==> src/design/trto_pkg.sv <==
// ----------------------------------------------------------------------------
// trto_pkg
// shared types, codes and constants of the tcp retransmission timeout estimator
// ----------------------------------------------------------------------------
package trto_pkg;

    // time base and sequence widths
    localparam int TIME_BITS     = 48;
    localparam int SEQ_BITS      = 32;
    localparam int RTO_BITS      = 16;
    localparam int CFG_ADDR_BITS = 4;
    localparam int CFG_DATA_BITS = 32;

    // event modes
    localparam logic [2:0] MODE_START      = 3'd0;
    localparam logic [2:0] MODE_ACK        = 3'd1;
    localparam logic [2:0] MODE_INVALIDATE = 3'd2;
    localparam logic [2:0] MODE_BACKOFF    = 3'd3;
    localparam logic [2:0] MODE_CLEAR      = 3'd4;

    // register word indexes
    localparam logic [1:0] REG_MIN_RTO   = 2'd0;
    localparam logic [1:0] REG_MAX_RTO   = 2'd1;
    localparam logic [1:0] REG_VAR_FLOOR = 2'd2;

    // reset values
    localparam logic [RTO_BITS-1:0] MIN_RTO_RESET   = 16'd1000;
    localparam logic [RTO_BITS-1:0] MAX_RTO_RESET   = 16'd60000;
    localparam logic [RTO_BITS-1:0] VAR_FLOOR_RESET = 16'd100;
    localparam logic [RTO_BITS-1:0] RTO_RESET       = 16'd1000;

    typedef struct packed {
        logic [RTO_BITS-1:0] min_rto;
        logic [RTO_BITS-1:0] max_rto;
        logic [RTO_BITS-1:0] variance_floor;
    } trto_cfg_t;

    typedef struct packed {
        logic [2:0]           mode;
        logic [SEQ_BITS-1:0]  seq_value;
        logic [SEQ_BITS-1:0]  seq_next;
        logic [TIME_BITS-1:0] now_ticks;
    } trto_item_t;

    typedef struct packed {
        logic [RTO_BITS-1:0] rto_value;
        logic [RTO_BITS-1:0] smoothed_rtt;
        logic [RTO_BITS-1:0] rtt_variance;
        logic                timing_active;
        logic                timing_blocked;
        logic                sample_taken;
    } trto_result_t;

    // true when sequence a is at or beyond b, modulo 2^32
    function automatic logic seq_reached(input logic [SEQ_BITS-1:0] a,
                                         input logic [SEQ_BITS-1:0] b);
        logic [SEQ_BITS-1:0] diff;
        diff = a - b;
        return !diff[SEQ_BITS-1];
    endfunction

endpackage

==> src/design/trto_in_if.sv <==
// ----------------------------------------------------------------------------
// trto_in_if
// event channel into the estimator, valid/ready handshake
// ----------------------------------------------------------------------------
interface trto_in_if;
    import trto_pkg::*;

    logic                 valid;
    logic                 ready;
    logic [2:0]           mode;
    logic [SEQ_BITS-1:0]  seq_value;
    logic [SEQ_BITS-1:0]  seq_next;
    logic [TIME_BITS-1:0] now_ticks;

    modport source (output valid, output mode, output seq_value, output seq_next,
                    output now_ticks, input ready);
    modport sink   (input valid, input mode, input seq_value, input seq_next,
                    input now_ticks, output ready);
endinterface

==> src/design/trto_out_if.sv <==
// ----------------------------------------------------------------------------
// trto_out_if
// result channel out of the estimator, valid/ready handshake
// ----------------------------------------------------------------------------
interface trto_out_if;
    import trto_pkg::*;

    logic                valid;
    logic                ready;
    logic [RTO_BITS-1:0] rto_value;
    logic [RTO_BITS-1:0] smoothed_rtt;
    logic [RTO_BITS-1:0] rtt_variance;
    logic                timing_active;
    logic                timing_blocked;
    logic                sample_taken;

    modport source (output valid, output rto_value, output smoothed_rtt,
                    output rtt_variance, output timing_active, output timing_blocked,
                    output sample_taken, input ready);
    modport sink   (input valid, input rto_value, input smoothed_rtt,
                    input rtt_variance, input timing_active, input timing_blocked,
                    input sample_taken, output ready);
endinterface

==> src/design/trto_cfg.sv <==
// ----------------------------------------------------------------------------
// trto_cfg
// apb register file: min_rto, max_rto, variance_floor
// ----------------------------------------------------------------------------
module trto_cfg (
    input  logic                               clk,
    input  logic                               rst_n,
    input  logic                               psel,
    input  logic                               penable,
    input  logic                               pwrite,
    input  logic [trto_pkg::CFG_ADDR_BITS-1:0] paddr,
    input  logic [trto_pkg::CFG_DATA_BITS-1:0] pwdata,
    output logic [trto_pkg::CFG_DATA_BITS-1:0] prdata,
    output trto_pkg::trto_cfg_t                cfg
);
    import trto_pkg::*;

    trto_cfg_t  cfg_reg;
    logic       wr_en;
    logic [1:0] reg_idx;

    assign wr_en   = psel && penable && pwrite;
    assign reg_idx = paddr[3:2];

    always_ff @(posedge clk or negedge rst_n)
    begin
        if (!rst_n)
        begin
            cfg_reg.min_rto        <= MIN_RTO_RESET;
            cfg_reg.max_rto        <= MAX_RTO_RESET;
            cfg_reg.variance_floor <= VAR_FLOOR_RESET;
        end
        else if (wr_en)
        begin
            unique case (reg_idx)
                REG_MIN_RTO:   cfg_reg.min_rto        <= pwdata[RTO_BITS-1:0];
                REG_MAX_RTO:   cfg_reg.max_rto        <= pwdata[RTO_BITS-1:0];
                REG_VAR_FLOOR: cfg_reg.variance_floor <= pwdata[RTO_BITS-1:0];
                default:       ;
            endcase
        end
    end

    always_comb
    begin
        unique case (reg_idx)
            REG_MIN_RTO:   prdata = {{(CFG_DATA_BITS-RTO_BITS){1'b0}}, cfg_reg.min_rto};
            REG_MAX_RTO:   prdata = {{(CFG_DATA_BITS-RTO_BITS){1'b0}}, cfg_reg.max_rto};
            REG_VAR_FLOOR: prdata = {{(CFG_DATA_BITS-RTO_BITS){1'b0}},
                                     cfg_reg.variance_floor};
            default:       prdata = '0;
        endcase
    end

    assign cfg = cfg_reg;
endmodule

==> src/design/trto_est.sv <==
// ----------------------------------------------------------------------------
// trto_est
// connection state and combinational event update (jacobson smoothing, karn rule)
// ----------------------------------------------------------------------------
module trto_est (
    input  logic                  clk,
    input  logic                  rst_n,
    input  logic                  fire,
    input  trto_pkg::trto_item_t  item,
    input  trto_pkg::trto_cfg_t   cfg,
    output trto_pkg::trto_result_t result
);
    import trto_pkg::*;

    logic [RTO_BITS-1:0]  srtt_reg, srtt_next;
    logic [RTO_BITS-1:0]  rttvar_reg, rttvar_next;
    logic [RTO_BITS-1:0]  rto_reg, rto_next;
    logic                 pending_reg, pending_next;
    logic                 blocked_reg, blocked_next;
    logic [TIME_BITS-1:0] start_time_reg, start_time_next;
    logic [SEQ_BITS-1:0]  timed_end_reg, timed_end_next;
    logic [SEQ_BITS-1:0]  block_until_reg, block_until_next;

    logic [TIME_BITS-1:0] elapsed;
    logic [TIME_BITS-1:0] elapsed_nz;
    logic [RTO_BITS-1:0]  sample;
    logic                 take;
    logic [RTO_BITS-1:0]  delta;
    logic [RTO_BITS+1:0]  var_sum;
    logic [RTO_BITS+2:0]  srtt_sum;
    logic [RTO_BITS-1:0]  srtt_new;
    logic [RTO_BITS-1:0]  var_new;
    logic [RTO_BITS+1:0]  var_term;
    logic [RTO_BITS+1:0]  var_term_fl;
    logic [RTO_BITS+2:0]  rto_sum;
    logic [RTO_BITS+2:0]  rto_lo;
    logic [RTO_BITS-1:0]  rto_new;
    logic [RTO_BITS:0]    rto_dbl;
    logic [RTO_BITS-1:0]  rto_boff;

    // sample path
    always_comb
    begin
        elapsed    = item.now_ticks - start_time_reg;
        elapsed_nz = (elapsed == '0) ? TIME_BITS'(1) : elapsed;
        sample     = (elapsed_nz > {{(TIME_BITS-RTO_BITS){1'b0}}, cfg.max_rto})
                     ? cfg.max_rto : elapsed_nz[RTO_BITS-1:0];
        take       = pending_reg && seq_reached(item.seq_value, timed_end_reg);

        delta    = (srtt_reg > sample) ? (srtt_reg - sample) : (sample - srtt_reg);
        var_sum  = (RTO_BITS+2)'(3) * {2'b00, rttvar_reg} + {2'b00, delta};
        srtt_sum = (RTO_BITS+3)'(7) * {3'b000, srtt_reg} + {3'b000, sample};

        if (srtt_reg == '0)
        begin
            srtt_new = sample;
            var_new  = sample >> 1;
        end
        else
        begin
            srtt_new = srtt_sum[RTO_BITS+2:3];
            var_new  = var_sum[RTO_BITS+1:2];
        end

        var_term    = {var_new, 2'b00};
        var_term_fl = (var_term < {2'b00, cfg.variance_floor})
                      ? {2'b00, cfg.variance_floor} : var_term;
        rto_sum     = {3'b000, srtt_new} + {1'b0, var_term_fl};
        rto_lo      = (rto_sum < {3'b000, cfg.min_rto}) ? {3'b000, cfg.min_rto} : rto_sum;
        rto_new     = (rto_lo > {3'b000, cfg.max_rto}) ? cfg.max_rto
                                                       : rto_lo[RTO_BITS-1:0];

        rto_dbl  = {rto_reg, 1'b0};
        rto_boff = (rto_dbl > {1'b0, cfg.max_rto}) ? cfg.max_rto : rto_dbl[RTO_BITS-1:0];
    end

    // next state per mode
    always_comb
    begin
        srtt_next        = srtt_reg;
        rttvar_next      = rttvar_reg;
        rto_next         = rto_reg;
        pending_next     = pending_reg;
        blocked_next     = blocked_reg;
        start_time_next  = start_time_reg;
        timed_end_next   = timed_end_reg;
        block_until_next = block_until_reg;
        result.sample_taken = 1'b0;

        case (item.mode)
            MODE_START:
            begin
                if (!pending_reg && !blocked_reg)
                begin
                    pending_next    = 1'b1;
                    start_time_next = item.now_ticks;
                    timed_end_next  = item.seq_value;
                end
            end
            MODE_ACK:
            begin
                if (take)
                begin
                    srtt_next    = srtt_new;
                    rttvar_next  = var_new;
                    rto_next     = rto_new;
                    pending_next = 1'b0;
                    result.sample_taken = 1'b1;
                end
                if (blocked_reg && seq_reached(item.seq_value, block_until_reg))
                    blocked_next = 1'b0;
            end
            MODE_INVALIDATE:
            begin
                pending_next     = 1'b0;
                blocked_next     = (item.seq_value != item.seq_next);
                block_until_next = item.seq_next;
            end
            MODE_BACKOFF:
                rto_next = rto_boff;
            MODE_CLEAR:
            begin
                pending_next = 1'b0;
                blocked_next = 1'b0;
            end
            default: ;
        endcase

        result.rto_value      = rto_next;
        result.smoothed_rtt   = srtt_next;
        result.rtt_variance   = rttvar_next;
        result.timing_active  = pending_next;
        result.timing_blocked = blocked_next;
    end

    always_ff @(posedge clk or negedge rst_n)
    begin
        if (!rst_n)
        begin
            srtt_reg        <= '0;
            rttvar_reg      <= '0;
            rto_reg         <= RTO_RESET;
            pending_reg     <= 1'b0;
            blocked_reg     <= 1'b0;
            start_time_reg  <= '0;
            timed_end_reg   <= '0;
            block_until_reg <= '0;
        end
        else if (fire)
        begin
            srtt_reg        <= srtt_next;
            rttvar_reg      <= rttvar_next;
            rto_reg         <= rto_next;
            pending_reg     <= pending_next;
            blocked_reg     <= blocked_next;
            start_time_reg  <= start_time_next;
            timed_end_reg   <= timed_end_next;
            block_until_reg <= block_until_next;
        end
    end
endmodule

==> src/design/tcp_rto_estimator_top.sv <==
// flow: an accepted event passes the event register, then the result register
// throughput: one event per cycle unless the output stalls; each state update is
//   combinational logic from the event register into the connection registers
// reset: rst_n is asynchronous, active low; clears both pipeline stages and
//   loads rto 1000, min_rto 1000, max_rto 60000, variance_floor 100
// ----------------------------------------------------------------------------
// tcp_rto_estimator_top
// per-connection retransmission timeout estimator with karn's rule
// ----------------------------------------------------------------------------
module tcp_rto_estimator_top (
    input  logic                               clk,
    input  logic                               rst_n,
    trto_in_if.sink                            in_ch,
    trto_out_if.source                         out_ch,
    input  logic                               psel,
    input  logic                               penable,
    input  logic                               pwrite,
    input  logic [trto_pkg::CFG_ADDR_BITS-1:0] paddr,
    input  logic [trto_pkg::CFG_DATA_BITS-1:0] pwdata,
    output logic [trto_pkg::CFG_DATA_BITS-1:0] prdata,
    output logic                               pready
);
    import trto_pkg::*;

    trto_cfg_t    cfg;
    trto_item_t   item_reg;
    logic         item_valid_reg;
    trto_result_t res_comb;
    trto_result_t res_reg;
    logic         res_valid_reg;

    logic out_open;   // result register can take a new value this cycle
    logic s1_fire;    // event register hands its event to the update logic
    logic in_fire;    // input transfer

    // register file, writes always complete in the access phase
    assign pready = 1'b1;

    trto_cfg u_cfg (
        .clk     (clk),
        .rst_n   (rst_n),
        .psel    (psel),
        .penable (penable),
        .pwrite  (pwrite),
        .paddr   (paddr),
        .pwdata  (pwdata),
        .prdata  (prdata),
        .cfg     (cfg)
    );

    // handshake: the result register decouples the sides, so a new event is
    // taken while an older result waits, if the event register is free
    assign out_open    = !res_valid_reg || out_ch.ready;
    assign s1_fire     = item_valid_reg && out_open;
    assign in_ch.ready = !item_valid_reg || out_open;
    assign in_fire     = in_ch.valid && in_ch.ready;

    // event register
    always_ff @(posedge clk or negedge rst_n)
    begin
        if (!rst_n)
            item_valid_reg <= 1'b0;
        else if (in_fire)
            item_valid_reg <= 1'b1;
        else if (s1_fire)
            item_valid_reg <= 1'b0;
    end

    always_ff @(posedge clk)
    begin
        if (in_fire)
        begin
            item_reg.mode      <= in_ch.mode;
            item_reg.seq_value <= in_ch.seq_value;
            item_reg.seq_next  <= in_ch.seq_next;
            item_reg.now_ticks <= in_ch.now_ticks;
        end
    end

    // connection state and update logic; state advances only on s1_fire
    trto_est u_est (
        .clk    (clk),
        .rst_n  (rst_n),
        .fire   (s1_fire),
        .item   (item_reg),
        .cfg    (cfg),
        .result (res_comb)
    );

    // result register
    always_ff @(posedge clk or negedge rst_n)
    begin
        if (!rst_n)
            res_valid_reg <= 1'b0;
        else if (s1_fire)
            res_valid_reg <= 1'b1;
        else if (out_ch.ready)
            res_valid_reg <= 1'b0;
    end

    always_ff @(posedge clk)
    begin
        if (s1_fire)
            res_reg <= res_comb;
    end

    assign out_ch.valid          = res_valid_reg;
    assign out_ch.rto_value      = res_reg.rto_value;
    assign out_ch.smoothed_rtt   = res_reg.smoothed_rtt;
    assign out_ch.rtt_variance   = res_reg.rtt_variance;
    assign out_ch.timing_active  = res_reg.timing_active;
    assign out_ch.timing_blocked = res_reg.timing_blocked;
    assign out_ch.sample_taken   = res_reg.sample_taken;
endmodule

==> src/flat_wrapper.sv <==
// flat-port wrapper written by rule: the top's interface ports become plain ports
module tcp_rto_estimator_top_flat import trto_pkg::*;
  (clk, rst_n, psel, penable, pwrite, paddr, pwdata, prdata, pready, in_ch_valid, in_ch_mode, in_ch_seq_value, in_ch_seq_next, in_ch_now_ticks, in_ch_ready, out_ch_valid, out_ch_rto_value, out_ch_smoothed_rtt, out_ch_rtt_variance, out_ch_timing_active, out_ch_timing_blocked, out_ch_sample_taken, out_ch_ready);
  trto_in_if in_ch_i ();
  trto_out_if out_ch_i ();
  input  logic clk;
  input  logic rst_n;
  input  logic psel;
  input  logic penable;
  input  logic pwrite;
  input  logic [trto_pkg::CFG_ADDR_BITS-1:0] paddr;
  input  logic [trto_pkg::CFG_DATA_BITS-1:0] pwdata;
  output logic [trto_pkg::CFG_DATA_BITS-1:0] prdata;
  output logic pready;
  input wire logic [$bits(in_ch_i.valid)-1:0] in_ch_valid;
  input wire logic [$bits(in_ch_i.mode)-1:0] in_ch_mode;
  input wire logic [$bits(in_ch_i.seq_value)-1:0] in_ch_seq_value;
  input wire logic [$bits(in_ch_i.seq_next)-1:0] in_ch_seq_next;
  input wire logic [$bits(in_ch_i.now_ticks)-1:0] in_ch_now_ticks;
  output wire logic [$bits(in_ch_i.ready)-1:0] in_ch_ready;
  output wire logic [$bits(out_ch_i.valid)-1:0] out_ch_valid;
  output wire logic [$bits(out_ch_i.rto_value)-1:0] out_ch_rto_value;
  output wire logic [$bits(out_ch_i.smoothed_rtt)-1:0] out_ch_smoothed_rtt;
  output wire logic [$bits(out_ch_i.rtt_variance)-1:0] out_ch_rtt_variance;
  output wire logic [$bits(out_ch_i.timing_active)-1:0] out_ch_timing_active;
  output wire logic [$bits(out_ch_i.timing_blocked)-1:0] out_ch_timing_blocked;
  output wire logic [$bits(out_ch_i.sample_taken)-1:0] out_ch_sample_taken;
  input wire logic [$bits(out_ch_i.ready)-1:0] out_ch_ready;
  assign in_ch_i.valid = in_ch_valid;
  assign in_ch_i.mode = in_ch_mode;
  assign in_ch_i.seq_value = in_ch_seq_value;
  assign in_ch_i.seq_next = in_ch_seq_next;
  assign in_ch_i.now_ticks = in_ch_now_ticks;
  assign in_ch_ready = in_ch_i.ready;
  assign out_ch_valid = out_ch_i.valid;
  assign out_ch_rto_value = out_ch_i.rto_value;
  assign out_ch_smoothed_rtt = out_ch_i.smoothed_rtt;
  assign out_ch_rtt_variance = out_ch_i.rtt_variance;
  assign out_ch_timing_active = out_ch_i.timing_active;
  assign out_ch_timing_blocked = out_ch_i.timing_blocked;
  assign out_ch_sample_taken = out_ch_i.sample_taken;
  assign out_ch_i.ready = out_ch_ready;
  tcp_rto_estimator_top u_core (.clk(clk), .rst_n(rst_n), .in_ch(in_ch_i), .out_ch(out_ch_i), .psel(psel), .penable(penable), .pwrite(pwrite), .paddr(paddr), .pwdata(pwdata), .prdata(prdata), .pready(pready));
endmodule
==> config.mk <==
export PLATFORM = sky130hd
export DESIGN_NAME = tcp_rto_estimator_top_flat
export DESIGN_NICKNAME = d
export VERILOG_FILES = /design/src/design/trto_pkg.sv /design/src/design/trto_in_if.sv /design/src/design/trto_out_if.sv /design/src/design/trto_cfg.sv /design/src/design/trto_est.sv /design/src/design/tcp_rto_estimator_top.sv /design/src/flat_wrapper.sv
export SDC_FILE = /design/constraint.sdc
export NUM_CORES = 1
export LEC_CHECK = 0
export ABC_AREA = 1
export BUFFER_PORTS_ARGS = -buffer_cell sky130_fd_sc_hd__buf_2
export CORE_MARGIN = 5
export CORE_UTILIZATION = 50
export CTS_BUF_LIST = sky130_fd_sc_hd__clkbuf_8
export CTS_CLUSTER_DIAMETER = 60
export CTS_CLUSTER_SIZE = 28
export DETAILED_ROUTE_END_ITERATION = 16
export HOLD_SLACK_MARGIN = 0.06
export PLACE_DENSITY = 0.69
export SLEW_MARGIN = 10
export SYNTH_ARGS = -nofsm -noshare
export SYNTH_HDL_FRONTEND = slang
export SYNTH_SLANG_ARGS = --single-unit
==> constraint.sdc <==
create_clock -name clk -period 24.8 [get_ports clk]
set_input_delay 7.44 -clock clk [delete_from_list [all_inputs] [get_ports clk]]
set_output_delay 7.44 -clock clk [all_outputs]
set_load 0.005 [all_outputs]
==> run summary, run 1 <==
Status = finished, final reports clean
Min-delay worst type = reg2reg
CP arrival = 18.26 ns
Data required, critical path = 25.42 ns
Top-level I/O count = 244
Fin area = 31150 µm²
RR Startpoint = u_core.u_est.start_time_reg[0]
CTS tree = done
Crit share post-route = 71.11%
Vias in the first global route = 22850
Clock sinks = 378
Clock root cell = clkbuf_8
Seq/Total Area, Yosys = 35.89%
Post-synth top area cell = edfxtp_1
Synth unique cells = 68
Routed WL per cell = 16.59 µm
Initial antenna violation count = 3
Die Width = 249.8 µm
Core box area = 56710 µm²
Overflow after GRT = 0
Crit Path Max Fanout = 30
Chip height = 249.8 µm
Max frequency = 0.05671 GHz
Detailed placement HPWL = 61000 µm
Fin Setup TNS = 0 ns
EDFF count, synth = 166
Final worst path period need = 17.63 ns
Max-cap violations = 0
Overall routing resource usage = 24.31%
Setup WS post-layout = 7.166 ns
Top-area cell type share of the netlist area = 17.34%
Clk_skew = 0.05991 ns
Fin. max-slew vios = 0
Synth top area cells = edfxtp_1, dfrtp_1, nand2_1, ha_1, inv_1
Min-delay src = u_core.u_est.rttvar_reg[14]
First-pass GRT wire length = 123100 µm
CTS buffer count = 35
Setup-failing EPs final = 0
Residual DRC = 0
Initial DRC count = 1901
Reg2reg setup slack = 7.17 ns
Fillers = 5535
GPL Wtd Cong = 0.9725
Max clock buf depth = 3
Die area = 62390 µm²
Clk_lat worst skew = 0.67 ns
Most frequent cell after synthesis = nand2_1
Area of placed instances = 30350 µm²
RSZ-0062 raised after global routing = no
Top cells by count, synth = nand2_1, inv_1, a21oi_1, ha_1, nor2_1
Hold Fails Final Rpt = 0
Largest stage delay, worst path = 0.82 ns
Worst Hold Path EP = u_core.u_est.rttvar_reg[14]
Critical Path End Type = register
Initial Util = 50.69%
Synthesized cell area = 28750 µm²
Crit-path slowest cell = o21ai_0
Setup bufs post-CTS = 0
Vias = 24470
WS Path Type = reg2reg
Post-CTS Resized = 0
Worst path top cell family by delay = compound AO/OA/AOI/OAI gates
Syn avg cell area = 7.707 µm²
Pre-CTS setup slack = 7.548 ns
First-pass detailed-route iteration total = 7
Post-DR vias/cell = 5.217
Final net count = 4385
Most used cell, CP = nand2_1
Row Count = 87
Slew margin rel. = 20.35%
Routed Wire Length = 77810 µm
Largest net degree at the start of global routing = 85
Post-CTS Hold Buffers = 0
P&R area growth vs syn = 8.365%
Worst Reg-to-Reg Cells = 107
Prevailing post-synth register cell = dfrtp_1
Gate Count Post-Synth = 3730
Routed Antenna Nets = 0
Worst path bufs/invs = 12
Worst slew pin tran = 1.191 ns
Clock H-tree levels = 2
Startpoint types = register
FF-to-FF End = u_core.u_est.rto_reg[1]
Clock Pin Slew Worst Setup and Hold Paths = 0.13 ns
Asr flop ratio synth = 56.08%
#FFs+latches synth = 378
Layout cells sized above 1 = 10.83%
Yosys warns = 0
Port bufs = 208
Largest register FFs = 115
Hold path depth = 2
layout make-up:
cell class                 count  area, µm²  area share [%]
antenna                        1      2.502        0.008033
tap                          756      945.9           3.036
clock inverter                29      316.6           1.016
multi-input combinational   2601      15400           49.42
inverter                     662       2491           7.997
timing repair buffer         228       1201           3.856
sequential                   378      10320           33.12
clock buffer                  35      481.7           1.546
worst max-delay path by stage:
stage	start	to	slack, ns	depth (start not counted)
floorplan	paddr[3]	prdata[10]	9.18	4
global placement	u_core.u_est.start_time_reg[0]	u_core.u_est.rto_reg[1]	7.66	109
detailed placement	u_core.u_est.start_time_reg[0]	u_core.u_est.rto_reg[0]	7.55	107
CTS	u_core.u_est.start_time_reg[0]	u_core.u_est.rto_reg[0]	7.50	109
global route	u_core.u_est.start_time_reg[0]	u_core.u_est.rto_reg[0]	5.72	110
finish	u_core.u_est.start_time_reg[0]	u_core.u_est.rto_reg[1]	7.17	107
routing by layer:
metal  routed length, µm  share of wire, %  global-route usage [%]
met1               33900                44                   32.72
met2               36250                47                   40.61
met3                4811               6.2                   3.436
met4                2821               3.6                   8.137
met5                  28             0.036                       0
through the flow:
step | util (%) | std cells | hold WS (ns)
floorplan | - | 3745 | 0.4530
global placement | 53.52 | 4625 | 0.4674
detailed placement | 53.52 | 4625 | 0.4733
CTS | 54.93 | 4689 | 0.4986
global route | 54.93 | 4690 | 0.5218
finish | 54.93 | 4690 | 0.4967
logic make-up after synthesis:
logic type	count (synthesis)	synth area share, %
other	2	0.02612
adders and majority gates	321	15.22
muxes	4	0.1567
AOI/OAI and AO/OA	647	12.46
buffers and inverters	766	10.79
and+or+nand+nor	1517	22.56
DFF	378	35.89
xor gates and xnor gates	95	2.894
layout by cell type, fill, tap and decap left out, types with 5 or more instances in the layout:
master and count:
nand2_1 944, inv_1 656, a21oi_1 319, ha_1 273, nor2_1 256, o21ai_0 211, buf_2 207, dfrtp_1 190
edfxtp_1 166, nand3_1 97, nand4_1 59, xnor2_1 50, fa_1 48, xor2_1 45, clkbuf_8 35, nand2_2 30
o221ai_1 26, nor3_1 22, dfstp_2 22, nand3_2 21, and2_1 21, buf_4 20, or2_2 18, nor2_2 17
conb_1 17, o21bai_1 14, o21a_1 13, a211oi_1 10, nand3b_1 9, o211ai_1 7, a31oi_1 7, nor4_1 6
a21o_1 6, o2111ai_1 6, inv_6 6, inv_8 5
worst min-delay path, cell delays in order (launching register included):
cell and delay, ns:
dfrtp_1 0.35, nand2_1 0.05, o21ai_0 0.06
Power of run 1 is not shown: default switching activity piles up to over one toggle a cycle in this logic, so the estimate is an artifact.
==> run 2: changes to the inputs <==
--- a/config.mk
+++ b/config.mk
@@ -5,7 +5,7 @@
 export SDC_FILE = /design/constraint.sdc
 export NUM_CORES = 1
 export LEC_CHECK = 0
-export ABC_AREA = 1
+export ABC_AREA = 0
 export BUFFER_PORTS_ARGS = -buffer_cell sky130_fd_sc_hd__buf_2
 export CORE_MARGIN = 5
 export CORE_UTILIZATION = 50
==> constraint.sdc (replaced) <==
create_clock -name clk -period 18.4 [get_ports clk]
set_input_delay 5.52 -clock clk [delete_from_list [all_inputs] [get_ports clk]]
set_output_delay 5.52 -clock clk [all_outputs]
set_load 0.005 [all_outputs]
==> run 2 against run 1 <==
Net effect:
- hold slack better by 0.0044 ns
- sequential share of layout area is 3.1 points lower
- register-to-register slack worse by 7.1 ns
- highest routed layer is now met4
- setup slack worse by 7.1 ns
==> run summary, run 2 <==
Status = finished, final reports clean
Core Util, Final = 62.64%
Seq/Total Area, Yosys = 37.33%
Routed Wire Length = 78470 µm
Max-cap violations = 0
Syn avg cell area = 9.885 µm²
Core box area = 54880 µm²
CP arrival = 18.70 ns
Yosys warns = 0
Critical Path End Type = register
Synth top area cells = edfxtp_1, dfrtp_1, ha_1, mux2_2, inv_1
Setup-failing EPs final = 0
Most common cell after layout, fill and taps aside = buf_4
Routed Antenna Nets = 0
Die area = 60080 µm²
Crit Path Max Fanout = 11
Largest register FFs = 115
Post-synth top area cell = edfxtp_1
Clock root cell = clkbuf_8
Area of the multi-input gates = 16460 µm²
Clk_lat worst skew = 0.67 ns
Vias = 23060
Vias in the first global route = 23510
Synthesized cell area = 27640 µm²
GPL Wtd Cong = 0.9749
Overflow after GRT = 0
Most frequent cells in the layout = buf_4, inv_1, ha_1
Clock Pin Slew Worst Setup and Hold Paths = 0.11 ns
Clock sinks = 378
Largest net degree at the start of global routing = 88
Max clock buf depth = 3
Largest stage delay, worst path = 0.49 ns
Asr flop ratio synth = 56.08%
#FFs+latches synth = 378
Fin. max-slew vios = 0
Synth unique cells = 95
Prevailing post-synth register cell = dfrtp_1
Hold Fails Final Rpt = 0
Clk_skew = 0.06296 ns
Top cells by count, synth = ha_1, inv_1, nand2_1, a21oi_1, dfrtp_1
First-pass GRT wire length = 123900 µm
Crit-path slowest cell = fa_1
Data required, critical path = 18.78 ns
Most used cell, CP = buf_4
P&R area growth vs syn = 24.38%
Final worst path period need = 18.32 ns
Top-level I/O count = 244
Max frequency = 0.05458 GHz
RSZ-0062 raised after global routing = yes
Initial Util = 50.36%
Final net count = 3903
Post-DR vias/cell = 5.541
Overall routing resource usage = 25.58%
CTS buffer count = 37
Post-CTS Hold Buffers = 0
Min-delay worst type = reg2reg
Startpoint types = register
Gate Count Post-Synth = 2796
EDFF count, synth = 166
Detailed placement HPWL = 61750 µm
Worst slew pin tran = 1.321 ns
Most frequent cell after synthesis = ha_1
Layout cells sized above 1 = 32.03%
CTS tree = done
Die Width = 245.1 µm
Seq. cell area = 10320 µm²
Crit share post-route = 99.57%
Routed WL per cell = 18.86 µm
Row Count = 86
Initial DRC count = 1393
Slew margin rel. = 11.62%
Initial antenna violation count = 5
Chip height = 245.1 µm
Top-area cell type share of the netlist area = 18.04%
Fillers = 4604
WS Path Type = reg2reg
First-pass detailed-route iteration total = 5
Residual DRC = 0
Clock H-tree levels = 2
Port bufs = 208
## run 2: cell types whose count changed after synthesis, sizes merged, moves of 24 or more
cell,delta
buf,+24
o221ai,-26
nand2,-745
a21o,+85
mux2i,+73
mux2,+177
a21oi,-120
nand3,-84
inv,-394
nor2,-148
nand2b,+36
nor2b,+47
## run 2: final timing paths
kind,start,to,slack (ns),cells after the start
hold reg to reg,u_core.u_est.rto_reg[6],u_core.u_est.rto_reg[6],0.50,2
setup / recovery,u_core.item_reg[0],u_core.out_ch.rto_value[0],0.08,102
setup reg to reg,u_core.item_reg[0],u_core.out_ch.rto_value[0],0.08,102
hold / removal,u_core.u_est.rto_reg[6],u_core.u_est.rto_reg[6],0.50,2
min in group asynchronous,rst_n,u_core.u_cfg.cfg[45],4.87,1
max in group asynchronous,rst_n,u_core.u_est.rttvar_reg[4],12.07,2
## run 2: cell families after synthesis
kind of cell	share of synthesized area [%]
mux	10.06
flops	37.33
fa+ha+maj	15.84
compound gates	16.20
buf+inv	5.736
other cells	0.02717
simple gates	11.42
xor+xnor	3.391
## run 2: through the flow
stage / area [µm²] / setup slack, ns / TNS [ns] / hold WS, ns / instances
after global routing: 34380 / -0.6994 / -19.06 / 0.5242 / 4161
after global placement: 32420 / -1.095 / -30.79 / 0.4664 / 4046
after CTS: 34010 / 0.0008473 / 0 / 0.5055 / 4145
final: 34380 / 0.07948 / 0 / 0.5010 / 4161
after floorplan: 27700 / 0.007439 / 0 / 0.4563 / 2811
after detailed placement: 32420 / -1.344 / -38.23 / 0.4870 / 4046
## run 2: timing repair
action | CTS | global route
resized for setup | 86 | 70
pin swaps | 49 | 70
cloned | 2 | 0
endpoints found under the setup margin | 32 | 32
buffers inserted | 30 | 14
## run 2: critical path, delay by kind of cell, from the launching register on
kind	cells	cell delay, ns
AOI/OAI and AO/OA	39	6.54
xor gates and xnor gates	3	0.42
adders and majority gates	9	2.76
buffers and inverters	23	2.99
DFF	1	0.44
muxes	5	1.53
and+or+nand+nor	23	3.32
## run 2: metal layers
| metal | part of all wire [%] | vias up | wire length (µm) | GRT usage, % |
|---|---|---|---|---|
| met4 | 3.5 | 0 | 2753 | 8.498 |
| met2 | 51 | 547 | 39910 | 46.34 |
| met5 | 0 | - | 0 | 0 |
| li1 | - | 11220 | - | - |
| met1 | 41 | 11140 | 32230 | 31.72 |
| met3 | 4.6 | 145 | 3582 | 3.081 |
## run 2: area by class of cell
type                    count  share of cell area (%)
diodes                      4                 0.02912
clock buffers              39                   1.561
clock inverters            29                   1.030
inverters                 266                   2.912
multi-input cells        2048                   47.89
flip-flops and latches    378                   30.01
well taps                 704                   2.562
repair buffers            693                   14.00
Power of run 2 is left out for the same reason.
==> run 3: changes to the inputs <==
--- a/config.mk
+++ b/config.mk
@@ -8,13 +8,13 @@
 export ABC_AREA = 0
 export BUFFER_PORTS_ARGS = -buffer_cell sky130_fd_sc_hd__buf_2
 export CORE_MARGIN = 5
-export CORE_UTILIZATION = 50
+export CORE_UTILIZATION = 60
 export CTS_BUF_LIST = sky130_fd_sc_hd__clkbuf_8
 export CTS_CLUSTER_DIAMETER = 60
 export CTS_CLUSTER_SIZE = 28
 export DETAILED_ROUTE_END_ITERATION = 16
 export HOLD_SLACK_MARGIN = 0.06
-export PLACE_DENSITY = 0.69
+export PLACE_DENSITY = 0.8
 export SLEW_MARGIN = 10
 export SYNTH_ARGS = -nofsm -noshare
 export SYNTH_HDL_FRONTEND = slang
==> run 3 against run 2 <==
Net effect:
- the flow now finishes with violations (negative setup slack)
- critical path depth is 2 lower
- final cell count down 3.6%
- final area down 1.1%
- global-route usage is 3.8 points higher
- register-to-register slack worse by 0.22 ns
- sequential share of layout area increased by 0.32 points
- wire length is 0.60% lower
- maximum frequency shrank 1.2%
- count of clock-buffer cells in the layout is 8 lower
- utilization increased by 12 points
- largest cell class unchanged
- highest routed layer is now met5
==> run summary, run 3 (synthesized netlist as in run 2, its figures left out) <==
Crit share post-route = 100.7%
Layout Cells excl Fill = 4011
Final worst path period need = 18.54 ns
GPL Wtd Cong = 0.9721
Hold Fails Final Rpt = 0
Layout cells sized above 1 = 32.04%
Detailed placement HPWL = 59730 µm
CP arrival = 18.97 ns
First-pass GRT wire length = 121000 µm
Status = finished, violations left
Largest register FFs = 115
Worst Hold Path EP = u_core.u_est.rto_reg[5]
Clock root cell = clkbuf_8
Worst slew pin tran = 1.376 ns
Startpoint types = register
Largest net degree at the start of global routing = 88
Most frequent cells in the layout = buf_4, inv_1, ha_1
Clock Pin Slew Worst Setup and Hold Paths = 0.13 ns
Placed instance count = 3893
Row Count = 78
Initial Util = 60.77%
Max frequency = 0.05395 GHz
CTS tree = done
First-pass detailed-route iteration total = 6
Clk_lat worst skew = 0.72 ns
Most common cell after layout, fill and taps aside = buf_4
Chip height = 224.6 µm
Gr busiest metal = met2
Vias in the first global route = 23940
Core box area = 45480 µm²
Final net count = 3860
Routed Antenna Nets = 0
Routed WL per cell = 19.45 µm
Port bufs = 208
Violated checks = negative setup slack
CTS buffer count = 31
WS Path Type = reg2reg
Vias = 23680
Clock H-tree levels = 1
Met1 Usage GRT = 35.51%
Max-cap violations = 0
Most used cell, CP = a21oi_2
Max clock buf depth = 3
Clk_skew = 0.06149 ns
Setup WS post-layout = -0.1370 ns
Min-delay src = u_core.u_est.rto_reg[5]
Reg2reg setup slack = -0.14 ns
Setup-failing EPs final = 19
Crit Path Max Fanout = 7
Initial DRC count = 1794
RR Startpoint = u_core.item_reg[0]
Slew margin rel. = 7.903%
Critical Path End Type = register
Overflow after GRT = 0
P&R area growth vs syn = 23.06%
Post-DR vias/cell = 5.904
Fin. max-slew vios = 0
Die Width = 224.6 µm
FF-to-FF End = u_core.out_ch.rto_value[0]
M2 GR Usage = 50.87%
Die area = 50460 µm²
RSZ-0062 raised after global routing = yes
Worst Reg-to-Reg Cells = 100
Hold path depth = 2
Overall routing resource usage = 29.41%
Crit-path slowest cell = fa_1
Residual DRC = 0
Initial antenna violation count = 7
Hold slack = 0.5066 ns
Top-level I/O count = 244
Met3 Use GR = 4.464%
Fillers = 3210
Clock sinks = 378
Largest stage delay, worst path = 0.50 ns
Data required, critical path = 18.83 ns
Routed Wire Length = 78000 µm
Min-delay worst type = reg2reg
Pre-CTS setup slack = -1.054 ns
-- run 3: changes by cell type in the layout (fill, tap and decap cells not counted), moves of 5 or more --
cell      previous run  this run
a21oi_1            171       157
a21oi_2             29        42
ha_1               261       256
clkbuf_8            39        31
inv_2                2         7
inv_1              264       257
ha_4                 6        14
mux2i_1             63        58
buf_4              473       436
-- run 3: final cells by class --
class | instances | area, µm² | area share, %
multi-input combinational | 2048 | 16590 | 48.79
clock buffer | 31 | 426.7 | 1.254
timing repair buffer | 656 | 4566 | 13.42
antenna | 6 | 15.01 | 0.04414
sequential | 378 | 10320 | 30.33
clock inverter | 26 | 342.8 | 1.008
inverter | 266 | 999.7 | 2.939
tap | 600 | 750.7 | 2.207
-- run 3: per-stage QoR --
step | utilization, % | setup TNS, ns | instance area (µm²)
CTS | 73.13 | 0 | 33260
floorplan | - | 0 | 27700
global placement | 70.25 | -20.15 | 31950
finish | 74.79 | -1.389 | 34010
detailed placement | 70.25 | -29.60 | 31950
global route | 74.79 | -24.59 | 34010
-- run 3: worst max-delay path, delay by kind of cell (launching register included) --
kind / cells / cell delay (ns)
AND/OR/NAND/NOR: 25 / 3.56
buffers and inverters: 10 / 1.37
AO/OA/AOI/OAI: 48 / 8.14
adder cells (fa/ha/maj): 10 / 2.99
multiplexers: 4 / 1.16
XOR/XNOR: 3 / 0.50
flip-flops: 1 / 0.47
-- run 3: layer usage --
metal,share of wire (%),wire length [µm]
met5,0.0090,7
met4,5.7,4459
met3,5.8,4516
met2,49,38600
met1,39,30420
-- run 3: what timing repair did --
action                                  4_1_cts  5_1_grt
endpoints found under the setup margin       32       32
hold buffers                                  0        0
pin swaps                                    44       97
gates resized for setup                      65      120
cloned                                        1        3
buffers inserted                             31       22
-- run 3: how the worst max path moves through the flow --
| stage | depth (start not counted) | endpoint | startpoint | slack [ns] |
|---|---|---|---|---|
| detailed placement | 99 | u_core.out_ch.rto_value[0] | u_core.item_reg[0] | -1.05 |
| finish | 100 | u_core.out_ch.rto_value[0] | u_core.item_reg[0] | -0.14 |
| global route | 106 | u_core.out_ch.rto_value[8] | u_core.item_reg[0] | -0.86 |
| floorplan | 98 | u_core.out_ch.rto_value[0] | u_core.u_est.start_time_reg[0] | 0.007 |
| CTS | 105 | u_core.out_ch.rto_value[3] | u_core.item_reg[0] | 0.02 |
| global placement | 102 | u_core.out_ch.rto_value[0] | u_core.item_reg[0] | -0.77 |
Power of run 3 is left out for the same reason.
